$ cat config.mk
export PLATFORM = sky130hd
export DESIGN_NAME = prs80_round
export DESIGN_NICKNAME = d
export VERILOG_FILES = /design/src/rtl/prs80_pkg.sv /design/src/rtl/prs80_round.sv
export SDC_FILE = /design/constraint.sdc
export NUM_CORES = 1
export LEC_CHECK = 0
export BUFFER_PORTS_ARGS = -buffer_cell sky130_fd_sc_hd__buf_2
export CAP_MARGIN = 20
export CORE_AREA = 2 2 154 156
export CTS_CLUSTER_SIZE = 10
export DETAILED_ROUTE_END_ITERATION = 6
export DIE_AREA = 0 0 156 158
export HOLD_SLACK_MARGIN = 0.05
export PLACE_DENSITY = 0.89
export SYNTH_ARGS = -nofsm -noshare
export SYNTH_HDL_FRONTEND = slang
export SYNTH_SLANG_ARGS = --single-unit
$ cat constraint.sdc
create_clock -name clk -period 4.75 [get_ports clk]
set_input_delay 0.475 -clock clk [delete_from_list [all_inputs] [get_ports clk]]
set_output_delay 0.475 -clock clk [all_outputs]
set_load 0.1 [all_outputs]
$ cat src/rtl/prs80_pkg.sv
`default_nettype none

package prs80_pkg;

  localparam int unsigned ROUNDS     = 31;
  localparam int unsigned ROUND_KEYS = 32;
  localparam int unsigned RK_IDX_W   = 5;
  localparam int unsigned CFG_IDX_W  = 4;

  localparam logic [CFG_IDX_W-1:0] CFG_KEY_HIGH = 4'd0;
  localparam logic [CFG_IDX_W-1:0] CFG_KEY_LOW  = 4'd1;

  localparam logic OP_ENCRYPT = 1'b0;

  typedef struct packed {
    logic        vld;
    logic        op;
    logic        last;
    logic [63:0] state;
  } item_t;

  function automatic logic [3:0] sbox_fwd(input logic [3:0] v);
    logic [3:0] r;
    case (v)
      4'h0: r = 4'hC;
      4'h1: r = 4'h5;
      4'h2: r = 4'h6;
      4'h3: r = 4'hB;
      4'h4: r = 4'h9;
      4'h5: r = 4'h0;
      4'h6: r = 4'hA;
      4'h7: r = 4'hD;
      4'h8: r = 4'h3;
      4'h9: r = 4'hE;
      4'hA: r = 4'hF;
      4'hB: r = 4'h8;
      4'hC: r = 4'h4;
      4'hD: r = 4'h7;
      4'hE: r = 4'h1;
      default: r = 4'h2;
    endcase
    return r;
  endfunction

  function automatic logic [3:0] sbox_inv(input logic [3:0] v);
    logic [3:0] r;
    case (v)
      4'h0: r = 4'h5;
      4'h1: r = 4'hE;
      4'h2: r = 4'hF;
      4'h3: r = 4'h8;
      4'h4: r = 4'hC;
      4'h5: r = 4'h1;
      4'h6: r = 4'h2;
      4'h7: r = 4'hD;
      4'h8: r = 4'hB;
      4'h9: r = 4'h4;
      4'hA: r = 4'h6;
      4'hB: r = 4'h3;
      4'hC: r = 4'h0;
      4'hD: r = 4'h7;
      4'hE: r = 4'h9;
      default: r = 4'hA;
    endcase
    return r;
  endfunction

  function automatic logic [63:0] sbox_layer_fwd(input logic [63:0] s);
    logic [63:0] o;
    for (int n = 0; n < 16; n++) begin
      o[4*n +: 4] = sbox_fwd(s[4*n +: 4]);
    end
    return o;
  endfunction

  function automatic logic [63:0] sbox_layer_inv(input logic [63:0] s);
    logic [63:0] o;
    for (int n = 0; n < 16; n++) begin
      o[4*n +: 4] = sbox_inv(s[4*n +: 4]);
    end
    return o;
  endfunction

  // bit k moves to 16k mod 63, bit 63 stays
  function automatic logic [63:0] perm_fwd(input logic [63:0] s);
    logic [63:0] o;
    for (int k = 0; k < 63; k++) begin
      o[(16 * k) % 63] = s[k];
    end
    o[63] = s[63];
    return o;
  endfunction

  // bit k moves to 4k mod 63, bit 63 stays
  function automatic logic [63:0] perm_inv(input logic [63:0] s);
    logic [63:0] o;
    for (int k = 0; k < 63; k++) begin
      o[(4 * k) % 63] = s[k];
    end
    o[63] = s[63];
    return o;
  endfunction

endpackage

`default_nettype wire

$ cat src/rtl/prs80_round.sv
`default_nettype none

module prs80_round (
  input  wire logic            clk,
  input  wire logic            rst,
  input  wire logic            advance,
  input  wire prs80_pkg::item_t item_in,
  input  wire logic [63:0]     rk_enc,
  input  wire logic [63:0]     rk_dec,
  input  wire logic [63:0]     post_enc,
  input  wire logic [63:0]     post_dec,
  output prs80_pkg::item_t     item_out
);

  logic [63:0] state_next;

  always_comb begin
    if (item_in.op == prs80_pkg::OP_ENCRYPT) begin
      state_next = prs80_pkg::perm_fwd(prs80_pkg::sbox_layer_fwd(item_in.state ^ rk_enc));
      state_next = state_next ^ post_enc;
    end else begin
      state_next = prs80_pkg::sbox_layer_inv(prs80_pkg::perm_inv(item_in.state ^ rk_dec));
      state_next = state_next ^ post_dec;
    end
  end

  always_ff @(posedge clk) begin
    if (advance) begin
      item_out.op    <= item_in.op;
      item_out.last  <= item_in.last;
      item_out.state <= state_next;
    end
    if (rst) begin
      item_out.vld <= 1'b0;
    end else if (advance) begin
      item_out.vld <= item_in.vld;
    end
  end

endmodule

`default_nettype wire

Word-level counts from Yosys, hierarchy flattened
Memory sizes are Yosys's and may differ from the RTL's.
Cells that the tools add are included.
Widths: inputs -> output; s select.
- bits in registers: 67
- bits in read-only memories: 2048
- input port bits: 326
- output and inout port bits: 67
- logic and storage cells: 73
- memories kept: 32
- muxes and demuxes: 33
- bitwise gates (word level): 4
- memories (memory ; words ; width ; rd ports ; clocked after Yosys merged registers in ; write ports ; line ; RTL):
    (name not given) ; 16 ; 4 ; 1 ; 0 ; 0 ; prs80_pkg.sv:24 ; case (v)
    (name not given) ; 16 ; 4 ; 1 ; 0 ; 0 ; prs80_pkg.sv:24 ;
    (name not given) ; 16 ; 4 ; 1 ; 0 ; 0 ; prs80_pkg.sv:24 ;
    (name not given) ; 16 ; 4 ; 1 ; 0 ; 0 ; prs80_pkg.sv:24 ;
    (name not given) ; 16 ; 4 ; 1 ; 0 ; 0 ; prs80_pkg.sv:24 ;
    (name not given) ; 16 ; 4 ; 1 ; 0 ; 0 ; prs80_pkg.sv:24 ;
    26 more memories ; -- ; -- ; -- ; -- ; -- ; -- ;
- operators by type and width (operator ; number):
    $xor 64x64->64 ; 4
    $mux 4 ; 32
    $mux 64 ; 1

Depth between registers and ports, before layout
Gate-level depths: netlist of the first run.
An unclocked memory read counts as a cell.
- depth in word-level cells: 5
- mapped depth: 8
- depth with buffers taken out: 8

Worst setup path before layout of the first run
No wires, ideal clock.
- kind: input-to-reg
- start: input item_in[21] (netlist name)
- end: register item_out[21] (netlist name), data pin
- setup time: 0.269 ns
- arrival: 1.985 ns
- data required time: 4.481 ns
- slack: 2.496 ns
- stages: 7
- path buffers: 0
- cell sequence: xnor2_1 -> inv_1 -> ha_1 -> mux4_2 -> xor2_1 -> nand2_1 -> o21ai_0
- cells in the longest elaborated chain, start to end: 5
- elaborated cells on any way between the ends: 9
- those cells by class: mux: 3; bitwise: 4; memory: 2
- RTL lines (what ; line ; RTL):
    start: declaration ; prs80_round.sv:7 ; input wire prs80_pkg::item_t item_in,
    $xor 64x64->64, on equally long branches ; prs80_round.sv:19, prs80_round.sv:22 ;
    $mem_v2 16x4, on equally long branches ; -- ;
    $mux 4 ; prs80_round.sv:18 ; if (item_in.op == prs80_pkg::OP_ENCRYPT) begin
    $xor 64x64->64, on equally long branches ; prs80_round.sv:20, prs80_round.sv:23 ;
    $mux 64 * ; prs80_round.sv:18 ;
    via state_next[21] ; prs80_round.sv:15 ; logic [63:0] state_next;
    end: declaration ; prs80_round.sv:12 ; output prs80_pkg::item_t item_out
Mark *: on every way through the listed nets, which the timed path passes. The rest lies on a longest branch. The select of a mux whose other input is x is not followed.
A chain may end at the register's enable or synchronous reset.

Final worst setup path of the first run
- start: input item_in[22] (netlist name)
- end: register item_out[26] (netlist name), data pin
- cells in the longest elaborated chain, start to end: 5
- RTL lines (what ; line ; RTL):
    $xor 64x64->64 ; prs80_round.sv:22 ; state_next = prs80_pkg::sbox_layer_inv(prs80_pkg::perm_inv(item_in.state ^ rk_dec));
    $mem_v2 16x4 ; -- ;
    $mux 4 ; prs80_round.sv:18 ;
    $xor 64x64->64 ; prs80_round.sv:23 ; state_next = state_next ^ post_dec;
    $mux 64 ; prs80_round.sv:18 ;
    via state_next[26] ; prs80_round.sv:15 ;
The timed path passes the listed nets, and every way through them passes these cells. The select of a mux whose other input is x is not followed.

==> flow_metrics.tcl, run 1 <==
set metrics [dict create \
    p_sw_uw 2220 \
    ys_types 35 \
    track_usage 0.271 \
    setup_viol 0 \
    status "completed" \
    fp.dieH_microns 158 \
    dp_cells 1695 \
    slew_violations 0 \
    viasPerCell 5.40 \
    drcViolationCount 0 \
    power_frac_clock 0.171 \
    die_w_microns 156 \
    worstPathArrival_ns 2.55 \
    grt_overflow 0 \
    clkSinkCount 67 \
    combPwrFrac 0.636 \
    cts-root-buf "clkbuf_16" \
    cts_resized 0 \
    hp-class "primary input to flop" \
    crit_fanout 6 \
    maxCapViolations 0 \
    dieArea_sq_um 24600 \
    finalClockSkew_ns 0 \
    synthArstFlopShare 0 \
    wl_per_cell_microns 20.0 \
    p_per_area_nw_per_um2 325 \
    worst_ep_required_time_ns 4.83 \
    largest_reg_flops 67 \
    report.final.hold_viol_count 0 \
    io_buffer_count 392 \
    seq_area_frac_synth 0.182 \
    synthCells 1021 \
    nets 1886 \
    vias 9272 \
    wirelength_mm 34.3 \
    drtIter0Drc 516 \
    drtPass1Iterations 7 \
    clk_pin_slew_worst_paths_ns 0.07 \
    fin_util 0.593 \
    tightest_slew_ns 0.917 \
    max_slew_margin 0.388 \
    p_int_uw 2230 \
    cts_tree "built" \
    grt_pass1_vias 9383 \
    htreeDepth 3 \
    gr-usage-met1 0.315 \
    cts_setup_buffers 0 \
    ant_nets 0 \
    leakage_uw 0.00651 \
    ys.flop_type "edfxtp_1" \
    syn_area_sq_um 11000 \
    fin_cells 1716 \
    hold_buffers 0 \
    swShare 0.499 \
    rows 56 \
    dp_hpwl_mm 29.0 \
    setup_tns_ns 0 \
    cts_buffers 9 \
    critPathLaunchType "primary input" \
    antenna_found_initial 5 \
    syn-num-nets 1491 \
    grt_use_met3 0.0474 \
    busiest_layer "met2" \
    postLayoutCellArea_sq_um 13700 \
    fin_crit_ns 2.47 \
    ir_drop_mv 0.166 \
    synth_warnings 0 \
    clk_latency_ns 0.34 \
    crit_type "primary input to flop" \
    synth_edf_count 66 \
    synth_seq_cells 67 \
    rsz0062_at_grt "no" \
    max_freq_mhz 405 \
    dpl_cell_area_sq_um 13300 \
    top_regs "item_out: 67 flops" \
    core_area_sq_um 23100 \
    syn-mean-instance-area_sq_um 10.8 \
    drive_gt1_frac 0.372 \
    global_route.usage.met2 0.494 \
    holdWs_ns 0.285 \
    seqPwrFrac 0.193 \
    regMostFlops "item_out" \
    initial_utilization 0.478 \
    grt_pass1_wl_mm 50.3 \
    clk_path_buf_depth 2 \
    gp_congestion 0.927 \
    fin_crit_sh 0.519 \
    area_growth_pct 23.9 \
    boundaryPins 393 \
    grt_max_degree 68 \
    endpoint_kind "flop" \
]
-- power groups by stage --
stage	sequential (uW)	clock, uW	combinational, uW
final	858	758	2830
after global routing	866	796	3010
after CTS	858	772	2840
after detailed placement	870	0	2830
after global placement	869	0	2740
after floorplan	1700	0	1290
-- synth_stat cells (all sizes together), types with 2 or more instances --
master,number,area share
mux4,63,0.13
o211ai,5,0.0034
buf,2,0.00079
a211oi,12,0.0082
xnor2,191,0.18
xor2,129,0.11
nor2b,3,0.0017
o21a,12,0.0082
nor3,2,0.00091
nor2,18,0.0061
clkbuf,8,0.0027
mux2i,97,0.088
a221oi,12,0.0095
nand2,25,0.0085
mux2,4,0.0041
nand2b,16,0.0091
ha,144,0.16
edfxtp,66,0.18
o221ai,18,0.014
inv,130,0.044
nand3,17,0.0077
and2,11,0.0062
a21oi,17,0.0077
o21ai,14,0.0064
-- stage by stage --
step                      worst slack (ns)  power, uW
final                                 2.28       4450
after global routing                  2.07       4670
after CTS                             2.28       4470
after detailed placement              1.91       3700
after global placement                2.00       3610
after floorplan                       2.50       2990
-- cells in the final DEF (no fill, tap or decap), types with 6 or more instances in the layout --
cell and n:
a211oi_1 12, a21oi_1 17, a221oi_1 12, and2_1 11, buf_2 390, clkbuf_16 9
edfxtp_1 66, ha_1 144, inv_1 124, inv_2 6, mux2i_1 97, mux4_2 63
nand2_1 25, nand2b_1 16, nand3_1 17, nor2_1 18, o21a_1 12, o21ai_1 10
o221ai_1 18, xnor2_1 150, xnor2_2 41, xor2_1 123, xor2_2 6
-- logic make-up after synthesis --
logic type      count (synthesis)  synth area share
compound gates                 93            0.0597
buf+inv                       140            0.0478
flops                          67             0.182
simple gates                   93            0.0408
xor+xnor                      320             0.286
mux                           164             0.221
fa+ha+maj                     144             0.163
-- cell type report --
class                   instances  area (sq um)
clock inverters                 7          92.6
clock buffers                   9           225
fillers                      1893          9390
flip-flops and latches         67          2000
inverters                     130           488
diodes                          5          12.5
well taps                     290           363
repair buffers                394          1980
multi-input cells             814          8500
-- final timing paths --
check	to	cells after the start	slack, ns	startpoint
worst min-delay path	item_out[66]	2	0.29	rst
worst max-delay path	item_out[26]	8	2.28	item_in[22]
worst min register to register	item_out[66]	2	0.51	item_out[66]
worst max register to register	item_out[66]	2	4.15	item_out[66]
-- critical path: stages --
cell	delay (ns)
buf_2	0.13
xnor2_1	0.54
inv_1	0.14
ha_1	0.38
and2_1	0.17
a221oi_1	0.45
xor2_1	0.18
mux2i_1	0.09
-- metal layers --
metal	part of all wire	wire length (microns)	vias up
met4	0.037	1260	0
met5	0	0	-
met2	0.51	17300	410
met3	0.069	2360	68
met1	0.39	13300	4450
li1	-	-	4344
Power figures use the tool's default switching activity.
==> run 2, diff against run 1 <==
==> constraint.sdc (replaced) <==
create_clock -name clk -period 2.4 [get_ports clk]
set_input_delay 0.24 -clock clk [delete_from_list [all_inputs] [get_ports clk]]
set_output_delay 0.24 -clock clk [all_outputs]
set_load 0.1 [all_outputs]
==> run 2 against run 1 <==
  * Final cell count up 1.9%
  * Flip-flop and latch count unchanged
  * Setup slack worse by 2.0 ns
  * Sequential share of layout area down 0.32 points
  * Critical endpoint is now item_out[6]
  * Highest routed layer is now met5
==> flow_metrics.tcl, run 2 (same netlist as run 1, synthesis figures left out) <==
set metrics [dict create \
    nFillCells 1851 \
    holdPathStages 2 \
    wirelength_mm 35.0 \
    cp_cell_sequence "buf_2, xor2_1, ha_1, and2_1, a221oi_1, buf_4, xor2_1, mux2i_1" \
    crit_type "primary input to flop" \
    cts_tree "built" \
    top_regs "item_out: 67 flops" \
    ir_drop_mv 0.390 \
    finalClockSkew_ns 0 \
    critPathLaunchType "primary input" \
    core_area_sq_um 23100 \
    power_frac_clock 0.178 \
    leakage_uw 0.00669 \
    cts_resized 0 \
    cts_buffers 9 \
    cts_setup_buffers 0 \
    clkSinkCount 67 \
    crit_fanout 6 \
    viasPerCell 5.36 \
    area_growth_pct 26.6 \
    r2r-end "item_out[66]" \
    drtPass1Iterations 4 \
    report.final.hold_viol_count 0 \
    r2r-start "item_out[66]" \
    worstRegToRegCells 2 \
    initial_utilization 0.478 \
    maxCapViolations 0 \
    fin_crit_ns 2.15 \
    rows 56 \
    boundaryPins 393 \
    grt_overflow 0 \
    htreeDepth 3 \
    nets 1918 \
    p_per_area_nw_per_um2 648 \
    clk_latency_ns 0.34 \
    hold_end "item_out[66]" \
    fin_cells 1748 \
    regMostFlops "item_out" \
    max_freq_mhz 466 \
    slowest_delay_ns 0.46 \
    setup_viol 0 \
    swShare 0.490 \
    slew_violations 0 \
    cts-root-buf "clkbuf_16" \
    multi_input_area_sq_um 8500 \
    combPwrFrac 0.634 \
    seqCellArea_sq_um 2000 \
    hp-class "primary input to flop" \
    wl_per_cell_microns 20.0 \
    vias 9375 \
    most-common-layout-cells "buf_2 (390), xnor2_1 (150), ha_1 (144), inv_1 (124), xor2_1 (123)" \
    p_sw_uw 4430 \
    fp.dieH_microns 158 \
    p_int_uw 4620 \
    tightest_slew_ns 0.617 \
    antenna_found_initial 7 \
    rsz0062_at_grt "no" \
    seqPwrFrac 0.188 \
    r2r_slack_ns 1.78 \
    track_usage 0.276 \
    final_common_cell "buf_2" \
    grt_pass1_vias 9444 \
    grt_pass1_wl_mm 50.7 \
    largest_reg_flops 67 \
    cp_top_family "XOR/XNOR gates" \
    drcViolationCount 0 \
    hold_buffers 0 \
    status "completed" \
    grt_max_degree 36 \
    worst_ep_required_time_ns 2.49 \
    max_slew_margin 0.589 \
    endpoint_kind "flop" \
    gp_congestion 0.901 \
    dpl_cell_area_sq_um 13600 \
    die_w_microns 156 \
    drtIter0Drc 533 \
    min_from "rst" \
    drive_gt1_frac 0.385 \
    clk_pin_slew_worst_paths_ns 0.07 \
    clk_path_buf_depth 2 \
    io_buffer_count 392 \
    path_common_cell "xor2_1" \
    ant_nets 0 \
    dp_hpwl_mm 29.8 \
    postLayoutCellArea_sq_um 14000 \
    dieArea_sq_um 24600 \
    worstPathArrival_ns 2.24 \
    crit_buf_inv 2 \
    fin_crit_sh 0.894 \
    slowest_stage "xor2_1" \
    dp_cells 1727 \
]
==> run 2: worst max-delay path by stage <==
stage / startpoint / endpoint / slack (ns) / cells past startpoint
finish: item_in[1] / item_out[6] / 0.25 / 8
global route: item_in[49] / item_out[44] / 0.16 / 7
CTS: item_in[1] / item_out[6] / 0.32 / 8
detailed placement: item_in[1] / item_out[6] / -0.06 / 8
global placement: item_in[1] / item_out[6] / 0.03 / 8
floorplan: item_in[21] / item_out[21] / 0.38 / 7
==> run 2: stage by stage <==
stage	TNS, ns	power, uW	hold WS [ns]	utilization	worst slack (ns)
5_1_grt	0	9500	0.0608	0.606	0.158
6_report	0	9040	0.0651	0.606	0.254
2_1_floorplan	0	5910	0.312	-	0.381
3_3_place_gp	0	7270	0.403	0.591	0.0327
4_1_cts	0	9080	0.0570	0.605	0.320
3_5_place_dp	-0.0823	7450	0.423	0.591	-0.0566
==> run 2: metal layers <==
| layer | vias up | GRT usage | wire length, microns |
|---|---|---|---|
| li1 | 4420 | - | - |
| met1 | 4434 | 0.312 | 13400 |
| met2 | 423 | 0.496 | 17400 |
| met3 | 92 | 0.0465 | 2260 |
| met4 | 6 | 0.152 | 1830 |
| met5 | - | 0 | 41 |
==> run 2: final cells by class <==
class                   count  share of cell area
diodes                      5            0.000896
well taps                 290              0.0260
clock buffers               9              0.0161
inverters                 130              0.0349
clock inverters             7             0.00833
multi-input cells         814               0.609
repair buffers            426               0.162
flip-flops and latches     67               0.143
==> run 2: power by group through the flow <==
| stage | logic, uW | registers, uW | clock network [uW] |
|---|---|---|---|
| floorplan | 2540 | 3370 | 0 |
| global placement | 5550 | 1720 | 0 |
| detailed placement | 5730 | 1720 | 0 |
| CTS | 5750 | 1700 | 1630 |
| global route | 6100 | 1720 | 1680 |
| finish | 5730 | 1700 | 1610 |
==> run 3, diff against run 2 <==
--- a/config.mk
+++ b/config.mk
@@ -12,7 +12,7 @@
 export DETAILED_ROUTE_END_ITERATION = 6
 export DIE_AREA = 0 0 156 158
 export HOLD_SLACK_MARGIN = 0.05
-export PLACE_DENSITY = 0.89
+export PLACE_DENSITY = 0.78
 export SYNTH_ARGS = -nofsm -noshare
 export SYNTH_HDL_FRONTEND = slang
 export SYNTH_SLANG_ARGS = --single-unit
==> run 3 against run 2 <==
  * Design area grew 0.62%
  * Sequential power is essentially flat
  * Wire length shrank 3.0%
  * Setup slack gained 0.15 ns
  * Hold slack gained 0.0026 ns
  * Power shrank 1.1%
  * Die area is the same
==> flow_metrics.tcl, run 3 (same netlist as run 1, synthesis figures left out) <==
set metrics [dict create \
    status "completed" \
    dp_hpwl_mm 28.7 \
    crit_type "primary input to flop" \
    tightest_slew_ns 0.579 \
    seqPwrFrac 0.189 \
    drtIter0Drc 435 \
    dieArea_sq_um 24600 \
    wirelength_mm 33.9 \
    leakage_uw 0.00675 \
    fp.dieH_microns 158 \
    swShare 0.492 \
    clk_pin_slew_worst_paths_ns 0.07 \
    grt_max_degree 38 \
    boundaryPins 393 \
    die_w_microns 156 \
    cts_resized 0 \
    track_usage 0.268 \
    cts_buffers 9 \
    top_regs "item_out: 67 flops" \
    maxCapViolations 0 \
    most-common-layout-cells "buf_2 (390), xnor2_1 (150), ha_1 (144), inv_1 (124), xor2_1 (123)" \
    area_growth_pct 27.4 \
    max_slew_margin 0.611 \
    clk_latency_ns 0.35 \
    worstPathArrival_ns 2.19 \
    ant_nets 0 \
    clk_path_buf_depth 2 \
    dp_cells 1740 \
    grt_pass1_vias 9200 \
    nets 1932 \
    rsz0062_at_grt "no" \
    setup_viol 0 \
    antenna_found_initial 6 \
    io_buffer_count 392 \
    cts_tree "built" \
    clkSinkCount 67 \
    htreeDepth 3 \
    ir_drop_mv 0.370 \
    wl_per_cell_microns 19.2 \
    core_area_sq_um 23100 \
    cts-root-buf "clkbuf_16" \
    gp_congestion 0.913 \
    drcViolationCount 0 \
    hold_buffers 1 \
    grt_pass1_wl_mm 49.6 \
    p_int_uw 4540 \
    drtPass1Iterations 6 \
    fin_cells 1763 \
    p_per_area_nw_per_um2 636 \
    seqCellArea_sq_um 2000 \
    initial_utilization 0.478 \
    report.final.hold_viol_count 0 \
    finalClockSkew_ns 0 \
    vias 9292 \
    regMostFlops "item_out" \
    multi_input_area_sq_um 8500 \
    final_common_cell "buf_2" \
    endpoint_kind "flop" \
    rows 56 \
    combPwrFrac 0.642 \
    critPathLaunchType "primary input" \
    cts_setup_buffers 0 \
    viasPerCell 5.27 \
    nFillCells 1968 \
    power_frac_clock 0.169 \
    fin_crit_ns 2.00 \
    crit_fanout 7 \
    fin_crit_sh 0.831 \
    largest_reg_flops 67 \
    slew_violations 0 \
    grt_overflow 0 \
    worst_ep_required_time_ns 2.60 \
    max_freq_mhz 501 \
    p_sw_uw 4400 \
    drive_gt1_frac 0.391 \
    setup_tns_ns 0 \
    hp-class "primary input to flop" \
]
## run 3: cell type report
type	instances	share of cell area
timing repair buffer	440	0.168
clock buffer	9	0.0160
inverter	130	0.0347
sequential	67	0.142
tap	290	0.0258
clock inverter	7	0.00659
multi-input combinational	814	0.605
antenna	6	0.00107
## run 3: final timing paths
path,from,to,slack [ns],cells after the start
worst max-delay path,item_in[29],item_out[39],0.40,7
worst min-delay path,item_in[64],item_out[64],0.07,1
worst max register to register,item_out[66],item_out[66],1.82,2
worst min register to register,item_out[66],item_out[66],0.51,2
## run 3: per-stage QoR
step | util | area, sq um | setup slack, ns | power, uW | hold slack, ns
final | 0.610 | 14100 | 0.404 | 8940 | 0.0677
after global routing | 0.609 | 14000 | 0.269 | 9400 | 0.0658
after CTS | 0.609 | 14000 | 0.409 | 8990 | 0.0591
after detailed placement | 0.595 | 13700 | 0.0491 | 7450 | 0.406
after global placement | 0.595 | 13700 | 0.0961 | 7320 | 0.400
after floorplan | - | 11000 | 0.381 | 5910 | 0.312
## run 3: worst max-delay path, cell delays in order
cell     delay, ns
buf_2         0.10
xor2_1        0.48
ha_1          0.37
mux4_2        0.47
xnor2_1       0.31
nor2_1        0.08
a21oi_1       0.13
## run 3: routing by layer
metal	global-route usage	share of wire	vias to the layer above
met5	0	0.0011	-
met4	0.0830	0.026	6
met3	0.0526	0.071	57
met2	0.491	0.50	375
met1	0.317	0.40	4413
li1	-	-	4441
## run 3: power groups by stage
| stage | sequential (uW) | combinational (uW) | clock, uW |
|---|---|---|---|
| after floorplan | 3370 | 2540 | 0 |
| after global placement | 1710 | 5610 | 0 |
| after detailed placement | 1710 | 5740 | 0 |
| after CTS | 1690 | 5760 | 1540 |
| after global routing | 1710 | 6120 | 1570 |
| final | 1690 | 5740 | 1510 |
